File: src/sv/bsi_ram.sv
// Generic single-port-write, single-port-read RAM with registered read data.
module bsi_ram #(
  parameter int WIDTH = 8,
  parameter int DEPTH = 2
) (
  input  logic                     clk,
  input  logic                     we,
  input  logic [$clog2(DEPTH)-1:0] waddr,
  input  logic [WIDTH-1:0]         wdata,
  input  logic [$clog2(DEPTH)-1:0] raddr,
  output logic [WIDTH-1:0]         rdata
);

  logic [WIDTH-1:0] mem [DEPTH];

  // Write and read on the same edge; read data is registered.
  always_ff @(posedge clk) begin
    if (we) begin
      mem[waddr] <= wdata;
    end
    rdata <= mem[raddr];
  end

endmodule

File: config.mk
export PLATFORM = sky130hd
export DESIGN_NAME = bsi_ram
export DESIGN_NICKNAME = d
export VERILOG_FILES = /design/src/sv/bsi_ram.sv
export SDC_FILE = /design/constraint.sdc
export NUM_CORES = 1
export LEC_CHECK = 0
export BUFFER_PORTS_ARGS = -buffer_cell sky130_fd_sc_hd__buf_2
export CORE_ASPECT_RATIO = 0.7
export CORE_UTILIZATION = 35
export CTS_BUF_LIST = sky130_fd_sc_hd__clkbuf_4 sky130_fd_sc_hd__clkbuf_8
export DETAILED_ROUTE_END_ITERATION = 8
export GPL_TIMING_DRIVEN = 1
export PLACE_DENSITY_LB_ADDON = 0.1
export SKIP_LAST_GASP = 1
export SLEW_MARGIN = 10
export SYNTH_ARGS = -nofsm -noshare
export SYNTH_HDL_FRONTEND = slang
export SYNTH_SLANG_ARGS = --single-unit
File: constraint.sdc
create_clock -name clk -period 1.3 [get_ports clk]
set_input_delay 0.195 -clock clk [delete_from_list [all_inputs] [get_ports clk]]
set_output_delay 0.195 -clock clk [all_outputs]
set_load 0.01 [all_outputs]
# Yosys cells after proc, flatten, opt, wreduce, memory -nomap -nowiden
# Memories as Yosys holds them, arrays and structs flattened. A register that Yosys moved wholly into a read port is not among the register bits.
# Cells that the tools add are included.
dict set report word_totals {
  regBits 0
  ramBits 16
  inputBits 12
  wordCells 3
  n_memories 1
}
dict set report op_classes {
  n_mux 2
}
# name words width read_ports rd_ports_with_merged_regs write_ports line_no
set memory_table {}
lappend memory_table {mem 2 8 1 1 1 14} ;# logic [WIDTH-1:0] mem [DEPTH];
# cell n
set ops {}
lappend ops {{1-bit 2-to-1 mux} 2}

# Logic depth before layout (Yosys ltp)
dict set report depth {
  ltp_word 2
  depth_mapped 2
}

# Worst setup path before layout
# Ideal clock, no wire load.
dict set report synth_timing {
  path_type {input -> register}
  from {in we}
  to {mem mem[0][0] (enable)}
  setup_time_ns 0.373
  t_arrival_ns 0.615
  required_ns 0.927
  setup_slack_ns 0.312
  path_stages 1
  cell_sequence {nor2b_1}
}
dict set report synth_between {
  elab_chain_len 2
}
# item line_no
set synth_rtl {}
lappend synth_rtl {{start: declaration} 7} ;# input logic we,
lappend synth_rtl {{1-bit 2-to-1 mux} 18} ;# if (we) begin
lappend synth_rtl {{1-bit 2-to-1 mux (not written as such)} 19} ;# mem[waddr] <= wdata;
lappend synth_rtl {{end: declaration} 14}
# Every way passes these cells.

# Worst setup path after layout
dict set report layout_timing {
  from {reg rdata[3], read port of mem}
  to {out rdata[3]}
}
# item line_no
set layout_rtl {}
lappend layout_rtl {{start: declaration} 11} ;# output logic [WIDTH-1:0] rdata
# No word-level cell between the ends.

==> flow_summary.yaml <==
flow_run:
  cap_violations: 0
layout:
  fin_cells: 88
  fillers: 189
  antenna_cells: 0
  fin_nets: 72
  drive_gt1_frac: 0.5517
  area.growth.synth_to_final_pct: 20.26
route:
  post_drt_via_cell_ratio: 3.943
  final_antenna_net_count: 0
  drt_pass1_iterations: 1
  wl_um: 910
  drt_iter0_drc: 0
  drc: 0
  vias: 347
  detail_route.wl_per_cell_um: 10.34
worst_setup_path:
  cp-start-kind: "flip-flop"
  critPathSlowestCell: "dfxtp_1"
  cp_max_fo: 1
  max_stage_delay_ns: 0.33
  critical-path-top-delay-family: "flip-flops"
  cp.arrival_ns: 0.74
  cp.required_ns: 1.11
  worstSetupPathType: "flip-flop to primary output"
  worstPathCellList: "buf_2"
  endpoint_kind: "primary output"
  cp.buffers_inverters: 1
yosys:
  syn_nets: 47
  netlist_area_um2: 784.5
  syn_area_per_cell_um2: 22.41
  yosysSeqAreaShare: 0.8166
  synthCells: 35
  synth_area_leaders: "edfxtp_1, dfxtp_1, mux2_4"
  yosysUniqueCellTypes: 6
  ys_seq_elements: 24
  synth_largest_area_cell: "edfxtp_1"
  synth-warning-count: 0
  netlist.area_leader.share: 0.6124
global_routing:
  gr-total-overflow: 0
  grt_max_degree: 13
  grt_pass1_wl_um: 1518
  first_global_vias: 374
  antenna_found_initial: 0
  track_usage: 0.09067
clocking:
  cts-root-buf: "clkbuf_4"
  path_clk_slew_ns: 0.11
  ctsResizeCount: 0
  postCtsSetupBuffers: 0
  cts_tree: "built"
  clock_sinks: 24
  cts_hold_buf: 0
  clock_path_buffers: 2
  htreeDepth: 1
  cts_buffers: 3
  clkLatencyLatePin_ns: 0.30
sta:
  relSlewSlack: 0.7454
  setup-tns-final_ns: 0
  fmax_mhz: 1071
  setup_viol: 0
  fin_skew_ns: 0.001104
  hold_viol_final: 0
  finalCriticalPeriod_ns: 0.9334
  final-max-slew-violation-count: 0
  rsz0062_at_grt: "no"
  worst_pin_slew_ns: 0.3820
  min_period_over_period: 0.7180
floorplanning:
  die_w_um: 58.59
  die_h_um: 41.61
  io-pin-count: 20
  die_area_um2: 2438
  core_um2: 1984
  initial_utilization: 0.3953
  rows: 13
placed_design:
  dp.cells: 85
  portBuffers: 19
  gp_congestion: 0.6317
worst_hold_path:
  hp-class: "input pin to flip-flop"
power_and_ir_drop:
  p_per_area_nw_per_um2: 1373
  ir_drop_v: 0.0005590
  p_leak_nw: 0.3870
status:
  status: "completed"
-- per-layer routing --
metal	global-route usage	vias to the layer above	wire [um]
met4	0.01429	0	0
li1	-	176	-
met2	0.1724	11	498
met5	0	-	0
met3	0.06542	0	53
met1	0.07520	160	358
-- cell usage after synthesis (all sizes together) --
cell type / count
buf: 1
nor2b: 1
edfxtp: 16
mux2: 8
dfxtp: 8
and2: 1
-- stage by stage --
stage | power, mW | area [um2] | setup slack (ns) | utilization | hold slack, ns
after global routing | 1.358 | 943.4 | 0.3099 | 0.4754 | 0.05375
after floorplan | 0.9680 | 784.5 | 0.3116 | - | 0.2939
after global placement | 1.012 | 920.9 | 0.3385 | 0.4641 | 0.3838
after detailed placement | 1.018 | 920.9 | 0.2985 | 0.4641 | 0.3886
after CTS | 1.314 | 943.4 | 0.3440 | 0.4754 | 0.06526
final | 1.296 | 943.4 | 0.3666 | 0.4754 | 0.07702
-- placed cells by master, fill, tap and decap left out, drive strengths merged --
master | Yosys | routed
buf | 1 | 21
mux2 | 8 | 8
and2 | 1 | 1
clkbuf | 0 | 3
dfxtp | 8 | 8
nor2b | 1 | 1
edfxtp | 16 | 16
-- final timing paths --
check / endpoint / from / slack, ns / cells past startpoint
setup reg to reg: rdata[3] / mem[0][3] / 0.54 / 1
setup / recovery: rdata[3] / rdata[3] / 0.37 / 1
hold / removal: mem[1][6] / wdata[6] / 0.08 / 1
hold reg to reg: rdata[5] / mem[0][5] / 0.48 / 1
-- sequential cells by signal (all words and copies together) (netlist names) --
name,cells
mem,16
rdata,8
-- logic make-up (layout without fill, tap and decap cells) --
family                 count (synthesis)  in the layout  synth area share
flip-flops                            24             24            0.8166
multiplexers                           8              8            0.1531
buffers and inverters                  1             24           0.01435
AND/OR/NAND/NOR                        2              2           0.01596
-- power breakdown --
part | total [mW] | switching [mW] | internal (mW) | leakage, nW
registers | 0.886 | 0.0122 | 0.873 | 0.218
clock network | 0.298 | 0.190 | 0.108 | 0.0138
logic | 0.112 | 0.0470 | 0.0648 | 0.156
total | 1.30 | 0.250 | 1.05 | 0.387
-- layout make-up --
class / count / area (um2) / share of cell area
tap: 30 / 37.54 / 0.03979
sequential: 24 / 640.6 / 0.6790
timing repair buffer: 21 / 110.1 / 0.1167
multi-input combinational: 10 / 132.6 / 0.1406
clock buffer: 3 / 22.52 / 0.02387
No activity file was read; power rests on OpenSTA's default activity.
