--- src/sv/bsi_pkg.sv ---
// Shared constants and types for the bit set store with iterator.
package bsi_pkg;

  // Store geometry: a word holds 2**WORD_LOG2 bits.
  localparam int WORD_LOG2  = 6;
  localparam int WORD_BITS  = 1 << WORD_LOG2;
  localparam int WORD_DEPTH = 64;
  localparam int ADDR_W     = $clog2(WORD_DEPTH);
  localparam int CNT_W      = $clog2(WORD_DEPTH + 1);
  localparam int POS_W      = CNT_W + WORD_LOG2;

  // Field widths of the stream words.
  localparam int REQ_W   = 3;
  localparam int BI_W    = 12;
  localparam int WI_W    = 6;
  localparam int DATA_W  = 64;
  localparam int WIDX_W  = BI_W - WORD_LOG2;
  localparam int CMP_W   = 16;

  localparam int IN_TDATA_W  = 88;
  localparam int OUT_TDATA_W = 24;

  // Leading-one search splits a word into byte groups.
  localparam int GRP_BITS = 8;
  localparam int GRP_CNT  = WORD_BITS / GRP_BITS;
  localparam int LEAD_W   = $clog2(GRP_BITS);

  typedef enum logic [REQ_W-1:0] {
    REQ_TEST       = 3'd0,
    REQ_SET        = 3'd1,
    REQ_REMOVE     = 3'd2,
    REQ_UNION      = 3'd3,
    REQ_ITER_START = 3'd4,
    REQ_ITER_NEXT  = 3'd5
  } req_t;

  typedef enum logic [1:0] {
    S_IDLE,
    S_EXEC,
    S_FIND,
    S_DONE
  } state_t;

  // Result of the first-set-bit search over one word.
  typedef struct packed {
    logic                 found;
    logic [WORD_LOG2-1:0] idx;
  } find_res_t;

endpackage

--- src/sv/bsi_find.sv ---
// Two-stage first-set-bit search over one word (bit 0 is the MSB).
module bsi_find (
  input  logic                          clk,
  input  logic [bsi_pkg::WORD_BITS-1:0] word,
  output bsi_pkg::find_res_t            res
);
  import bsi_pkg::*;

  logic [GRP_CNT-1:0] grp_nz_r;
  logic [LEAD_W-1:0]  grp_lead_r [GRP_CNT];

  // Stage one: per byte group, flag nonzero and locate its first set bit.
  always_ff @(posedge clk) begin
    for (int g = 0; g < GRP_CNT; g++) begin
      logic [LEAD_W-1:0] lead;
      logic              nz;
      lead = '0;
      nz   = 1'b0;
      for (int k = GRP_BITS - 1; k >= 0; k--) begin
        if (word[WORD_BITS-1-(g*GRP_BITS+k)]) begin
          lead = LEAD_W'(k);
          nz   = 1'b1;
        end
      end
      grp_nz_r[g]   <= nz;
      grp_lead_r[g] <= lead;
    end
  end

  // Stage two: pick the first nonzero group.
  always_comb begin
    res.found = 1'b0;
    res.idx   = '0;
    for (int g = GRP_CNT - 1; g >= 0; g--) begin
      if (grp_nz_r[g]) begin
        res.found = 1'b1;
        res.idx   = WORD_LOG2'(g * GRP_BITS + int'(grp_lead_r[g]));
      end
    end
  end

endmodule

--- config.mk ---
export PLATFORM = sky130hd
export DESIGN_NAME = bsi_find
export DESIGN_NICKNAME = d
export VERILOG_FILES = /design/src/sv/bsi_pkg.sv /design/src/sv/bsi_find.sv
export SDC_FILE = /design/constraint.sdc
export NUM_CORES = 1
export LEC_CHECK = 0
export ABC_AREA = 1
export BUFFER_PORTS_ARGS = -buffer_cell sky130_fd_sc_hd__buf_2
export CORE_ASPECT_RATIO = 0.7
export CORE_UTILIZATION = 42
export CTS_CLUSTER_SIZE = 28
export DETAILED_ROUTE_END_ITERATION = 8
export GPL_ROUTABILITY_DRIVEN = 0
export PLACE_DENSITY = 0.73
export SYNTH_ARGS = -nofsm -noshare
export SYNTH_HDL_FRONTEND = slang
export SYNTH_SLANG_ARGS = --single-unit
--- constraint.sdc ---
create_clock -name clk -period 1.2 [get_ports clk]
set_input_delay 0.06 -clock clk [delete_from_list [all_inputs] [get_ports clk]]
set_output_delay 0.06 -clock clk [all_outputs]
set_load 0.005 [all_outputs]
* After elaboration in Yosys (flattened, before gate mapping)
Memory sizes are Yosys's and may differ from the RTL's.
Index checks and enable logic that the tools add are counted.
** Storage, ports and cells
- Register bits after elaboration :: 8
- RAM bits :: 24
- Input port bits :: 65
- Word-level logic and storage cells :: 104
- Memories kept :: 1
** Operators by class
- Add/sub/neg operators :: 7
- Muxes and demuxes :: 80
- Reduce and logical (&&, ||, !) cells :: 8
** Memories
- grp_lead_r :: depth 8, width 3, rd ports 8, clocked after memory_dff 0, wr ports 8, RTL line bsi_find.sv:10 : logic [LEAD_W-1:0] grp_lead_r [GRP_CNT];
** Operator list (number)
- $mux W3 :: 64
- $mux W7 :: 8
- $reduce_or A7 Y1 :: 8
- $add A6 B3 Y6 const A :: 4
- $add A5 B3 Y6 const A :: 2
- $mux W1 :: 8
- $add A4 B3 Y5 const A :: 1

* Logic depth before layout (Yosys ltp)
Gate-level depths: netlist (run 1).
- Word-level depth :: 9
- Depth in mapped cells :: 9
- Depth with buffers taken out :: 9

* Worst setup path after synthesis (run 1)
Ideal clock, no wire load.
- Path type :: register to output
- From :: register grp_nz_r[0]
- To :: output port res[5] (netlist bit)
- Arrival time :: 0.811 ns
- Required time :: 1.140 ns
- Slack :: 0.329 ns
- Cell stages (with the launch flop) :: 5
- Path through :: dfxtp_1 > buf_4 > nor2_1 > inv_1 > nor3_1
** RTL lines
- from (decl) :: RTL line bsi_find.sv:9 : logic [GRP_CNT-1:0] grp_nz_r;
- from (signal, indexed assignment) :: RTL line bsi_find.sv:25 : grp_nz_r[g] <= nz;
- to (decl) :: RTL line bsi_find.sv:5 : output bsi_pkg::find_res_t res

==> out/summary.md, run 1 <==
The flow ran to the end, but the final reports show violations. The final reports fail on setup timing. The via density per instance came out at 4.46.

TritonCTS built the clock tree. The violation count after the first detailed-route iteration came out at 90. The number of antenna diodes in the final layout is 0. The count of TritonRoute iterations in the first routing pass came out at 4.

VDD sags by at most 703 µV. The tools report the number of standard cells after synthesis as 234. The hold violation total from the final report was 0.

The area growth from synthesis to layout is 50.1%. The count of cells in the finished layout, fillers not included, comes to 385. Once placement finished, the instance area stood at 2000 µm².

The placed instance count is 355. The run gives 4010 µm² as the die area. The actual transition at the worst max-transition pin is 0.274 ns, and the global router's overall resource usage is 19.8%. The count of fill cells added during filler insertion is 324. The run gives 1580 µm² as the area of the mapped netlist. The number of distinct library cells after synthesis was 20; the power density over cell area was 1080 nW/µm². The clock-pin slew on the worst setup and hold paths is 0.06 ns.

For the area of all sequential standard cells, the log shows 651 µm². The critical path is of the reg -> out type. Standby leakage power: 1.12 nW. From left edge to right edge, the die measures 75.3 µm.

The number of top-level pins was 72; the detailed-route DRC error count was 0. The arrival time of data at the critical path endpoint was 1.26 ns; the number of nets in the finished design was 399. The run gives 5960 µm as the first-pass GRT wire length.

The tightest min-delay check is of the in -> reg type. The tools report the aggregate routed wire length as 3670 µm. Across the run, the number of max-cap violations was 0. The final non-filler cell area is 2370 µm². The aggregate global routing overflow came out at 0.

Clock tree synthesis selected as its root buffer the cell clkbuf_8. In this run the deepest clock path goes through 2 buffers. Entering global routing, the biggest net connects 11 pins.

The count of port buffers added during placement is 71. Type of destination of the critical path: an output port. In the layout the commonest cells are 71 x buf_2, 40 x nand2_1, 38 x a21oi_1.

The worst setup path is launched from a register. For the final setup slack of the worst path, the log shows -0.123 ns. The tools report the number of antenna violations at the first check in global routing as 0.

The upper clock frequency limit is 0.756 GHz. The flip-flop and latch count after synthesis is 32. The most common cell after layout, fill and taps aside is buf_2. Setup violations remaining at the end of the flow were counted as 7. The HPWL after detailed placement is 2620 µm.

Counting every sink on the clock net gives 32. In this run the remaining antenna-violating nets after routing total 0. For the proportion of synthesized chip area in sequential cells, the log shows 40.6%. Area taken by multi-input logic gates: 827 µm².

For the overall via count from detail_route, the log shows 1717. The initial cell density of the core is 44.3%, and the detail-routed net length per standard cell is 9.52 µm. The part of the cycle the worst path needs was 110%; the maximum net fanout on the critical path was 5. In this run the tightest slew margin relative to its limit is 81.6%. The via count of the first global-routing pass is 1527, and the average instance area after synthesis is 6.74 µm².

When the netlist entered floorplanning its net count stood at 299. The H-tree was split into 2 levels. Setup repair after global routing could not meet its margin everywhere. In this run the vertical extent of the chip is 53.3 µm. The time the final worst path needs with I/O delays and setup came out at 1.32 ns. For this run, the number of Yosys warnings is 0.

The logs give 3560 µm² for the core area and 5 for the number of clock buffers inserted by TritonCTS. The proportion of layout cells with a drive suffix above 1 is 29.0%, and the critical path data required time is 1.14 ns. In this run the core area contains 18 standard-cell rows.

The total count of max-transition violations in the final report came out at 0.
-- cell usage after synthesis (all sizes together) --
cell type | instances | share of area, %
nand2 | 41 | 9.9
a21oi | 39 | 12
dfxtp | 32 | 41
nor2 | 32 | 7.6
inv | 31 | 7.4
nor3 | 17 | 6.0
or2 | 16 | 6.3
nor4 | 7 | 2.8
o21ai | 7 | 2.2
nand3 | 5 | 1.6
a211oi | 2 | 0.95
a21boi | 1 | 0.48
a31oi | 1 | 0.40
buf | 1 | 0.48
nand4 | 1 | 0.40
o21bai | 1 | 0.48
-- critical path, stage by stage, from the launching register on --
cell and delay [ns]:
dfxtp_4 0.36, or2_1 0.26, nor3_2 0.14, nand4_1 0.09, buf_2 0.14
-- power breakdown --
part           leakage, nW  internal (mW)  total (mW)  switching, mW
Clock               0.0645          0.732        1.09          0.363
Sequential           0.261           1.10        1.12         0.0139
Combinational        0.794          0.190       0.346          0.156
Total                 1.12           2.02        2.56          0.533
-- repair_timing --
action                                 in CTS  in global routing
buffers inserted                            1                  0
hold buffers                               21                  0
pin swaps                                   1                  2
endpoints found under the hold margin      15                  0
setup endpoints to repair                   7                  7
gates resized for setup                     6                  6
-- path summary, 6_finish.rpt --
| kind | start | to | slack (ns) | cells after the start |
|---|---|---|---|---|
| worst max-delay path | grp_nz_r[6] | res[6] | -0.12 | 4 |
| worst min-delay path | word[60] | grp_lead_r[0][2] | 0.01 | 2 |
-- registers in the layout, summed over array words and instances, names as in the netlist --
register,cells
grp_lead_r,24
grp_nz_r,8
-- kinds of logic after synthesis --
family,after synthesis,synth area share (%)
AO/OA/AOI/OAI,51,16.9
AND/OR/NAND/NOR,119,34.7
flip-flops,32,40.6
buffers and inverters,32,7.85
-- final cells by class --
| type | count | share of cell area, % |
|---|---|---|
| multi-input cells | 170 | 34.9 |
| flip-flops and latches | 32 | 27.5 |
| repair buffers | 94 | 24.5 |
| inverters | 31 | 5.12 |
| clock buffers | 7 | 4.07 |
| well taps | 50 | 2.64 |
| clock inverters | 1 | 1.27 |
-- per-stage QoR --
stage	TNS [ns]	hold WS (ns)	power, mW	setup WS (ns)	utilization (%)
3_5_place_dp	0	0.228	1.43	0.119	56.1
2_1_floorplan	0	0.129	1.26	0.329	-
3_3_place_gp	0	0.226	1.42	0.118	56.1
6_report	-0.651	0.0121	2.56	-0.123	66.6
5_1_grt	-1.15	0.000205	2.68	-0.209	66.6
4_1_cts	-0.714	0.00366	2.57	-0.119	66.1
-- per-layer routing --
metal  wire (µm)  vias to the layer above  global-route usage, %
met3         141                        4                   4.19
met4          33                        0                   5.25
met1        1880                      702                   25.0
li1            -                      967                      -
met2        1610                       44                   34.4
met5           0                        -                      0
(Power assumes the default switching activity.)
==> run 2: changes to the inputs <==
--- a/config.mk
+++ b/config.mk
@@ -13,4 +13,5 @@
 export DETAILED_ROUTE_END_ITERATION = 8
 export GPL_ROUTABILITY_DRIVEN = 0
+export HOLD_SLACK_MARGIN = 0.03
 export PLACE_DENSITY = 0.73
 export SYNTH_ARGS = -nofsm -noshare
==> constraint.sdc (replaced) <==
create_clock -name clk -period 1.2 [get_ports clk]
set_input_delay 0.12 -clock clk [delete_from_list [all_inputs] [get_ports clk]]
set_output_delay 0.12 -clock clk [all_outputs]
set_load 0.005 [all_outputs]
==> run 2 against run 1 <==
The flow still finishes with violations (setup timing). Via count decreased by 1.2%. Sequential power about the same. Sequential share of layout area increased by 1.7 points. Design area decreased by 5.5%. Die area unchanged. Clock power decreased by 33%. First-iteration DRC count increased by 31%. Sequential cell count unchanged. Worst hold slack improved by 0.025 ns.
==> out/summary.md, run 2 (synthesis gave the netlist of run 1 again) <==
The first routing iteration left 118 violations. Global-route layer with the greatest usage: met2. The run gives 29.4% as the global-route met2 utilization.

The detailed placer's ending HPWL was 2680 µm; the detail-routed net length per standard cell was 9.38 µm. The worst slack at placement is 0.0650 ns, and the final non-filler cell area is 2240 µm². Setup repair after global routing could not meet its margin everywhere. Net switching is 23.5% of the power. The top cell types in the final layout, fill and taps aside, are 71 x buf_2, 38 x a21oi_1, 37 x nand2_1. Data arrives at the worst endpoint at 1.30 ns.

The launching element type of the critical path was a register. The register with the most flip-flops in the final layout is grp_lead_r. The relative slew slack is 82.3%, and the via density per instance is 4.55. For this run the aggregate overflow at the end of global routing stands at 0. Compared with the post-synthesis result, the final layout area differs by 41.8%.

The number of clock buffers added by TritonCTS is 5. The time the final worst path needs with I/O delays and setup came out at 1.42 ns. The count of port buffers added during placement is 71. The upper clock frequency limit came out at 0.706 GHz. The initial cell density of the core is 44.3%. For the hold violation total from the final report, the log shows 0. For the utilization after layout, the log shows 62.9%. Per report_power, the clock group accounts for 33.9% of the total.

The total count of max-transition violations in the final report was 0; the power density over cell area was 969 nW/µm². Global routing used 18.9% of the available tracks across all layers. The critical path is of the reg -> out type. The die is 53.3 µm tall. The analysis attributes to net switching a power of 509 µW. Including well taps, the total number of placed cells is 356. Excluding fillers, the count of instances in the completed layout stands at 373. The register with the most flip-flops in the layout has 24 of them.

The clock tree synthesis step divided the H-tree into 2 levels. The tools report the first-pass GRT wire length as 5640 µm. The repair_antennas step left the layout with diodes totalling 0.

The part of the cycle the worst path needs works out to 118%. The logs give 2000 µm² for the cell area after placement and 18 for the floorplan row count. The count of TritonRoute iterations in the first routing pass was 4.

In this run the clock root is driven by a clkbuf_8. The worst setup path is captured at an output port. For the aggregate routed wire length, the log shows 3500 µm. In the final layout, the registers with the most flip-flops are grp_lead_r: 24 flops, grp_nz_r: 8 flops. For the worst-case hold slack, the log shows 0.0376 ns. Clock-pin slew was measured on the worst setup and hold paths at 0.06 ns. For the pin with the worst max-slew slack, the measured transition is 0.263 ns. Maximum net fanout on the critical path: 5. Max-cap violations in this run came to 0. TritonCTS built the clock tree.

For this design the top-level I/O count stands at 72. The flow ran to the end, but the final reports show violations. For the worst setup path, the data required time is 1.08 ns.

Setup violations remaining at the end of the flow were counted as 7. In this run the horizontal extent of the chip is 75.3 µm. The filler cells instantiated in the layout total 341. Setup total negative slack on the finished layout was measured at -1.21 ns. The run gives 1.07 nW as the standby leakage power. Global routing consumed, on the met3 layer, 5.71% of the routing resources.

The count of nets left with antenna violations once routing finished came out at 0. In this run the deepest clock path goes through 2 buffers. Via count of the first global-routing pass: 1475.

Of the total power, registers draw 51.5%. The path class of the tightest hold or removal check is in -> reg. The core region is 3560 µm². The share of total power dissipated in combinational logic is 14.5%. The final setup slack of the worst path is -0.215 ns. For this design, the sink count on the clock tree is 32. The maximum number of pins on one net before global-route repair was 10; the detailed-route DRC error count was 0. The number of antenna violations at the first check in global routing is 0, and the proportion of layout cells with a drive suffix above 1 is 31.6%.

The peak ir drop on the vdd network is 617 µV. Global routing consumed, on the met1 layer, 24.6% of the routing resources. The die area is 4010 µm².

Cell internal power was estimated by the tool at 1.66 mW. The final reports fail on setup timing. At the end of the flow, the number of nets in the layout was 388. The most common cell after layout, fill and taps aside is buf_2.

The detailed router placed 1696 vias in this run. After layout, the design draws a total of 2.17 mW.
[run 2: routing by layer]
metal / wire length (µm) / part of all wire [%]
met4: 51 / 1.5
met3: 165 / 4.7
met2: 1460 / 42
met5: 0 / 0
met1: 1820 / 52
[run 2: critical path: stages (launching register included)]
cell	delay (ns)
dfxtp_4	0.36
or2_4	0.27
nor3_4	0.17
nand4_1	0.09
buf_2	0.14
[run 2: path summary, 6_finish.rpt]
path	startpoint	to	cells after the start
worst max-delay path	grp_nz_r[7]	res[6]	4
worst min-delay path	word[45]	grp_lead_r[0][8]	2
[run 2: area by class of cell]
cell class	instances	area, µm²	share of cell area (%)
flip-flops and latches	32	652	29.1
inverters	31	121	5.43
clock inverters	1	5.00	0.224
well taps	50	62.6	2.80
clock buffers	6	72.6	3.24
multi-input cells	170	856	38.3
repair buffers	83	468	20.9
[run 2: power groups by stage]
stage	logic (mW)	registers, mW	clock network (mW)
final	0.315	1.12	0.735
after global routing	0.363	1.12	0.805
after CTS	0.312	1.12	0.756
after detailed placement	0.288	1.14	0
after global placement	0.284	1.14	0
after floorplan	0.128	1.14	0
[run 2: timing repair]
action,in CTS,in global routing
setup buffers,1,0
endpoints found under the setup margin,7,7
hold buffers,9,0
gates resized for setup,8,12
endpoints found under the hold margin,9,0
pin swaps,4,7
gates cloned,0,0
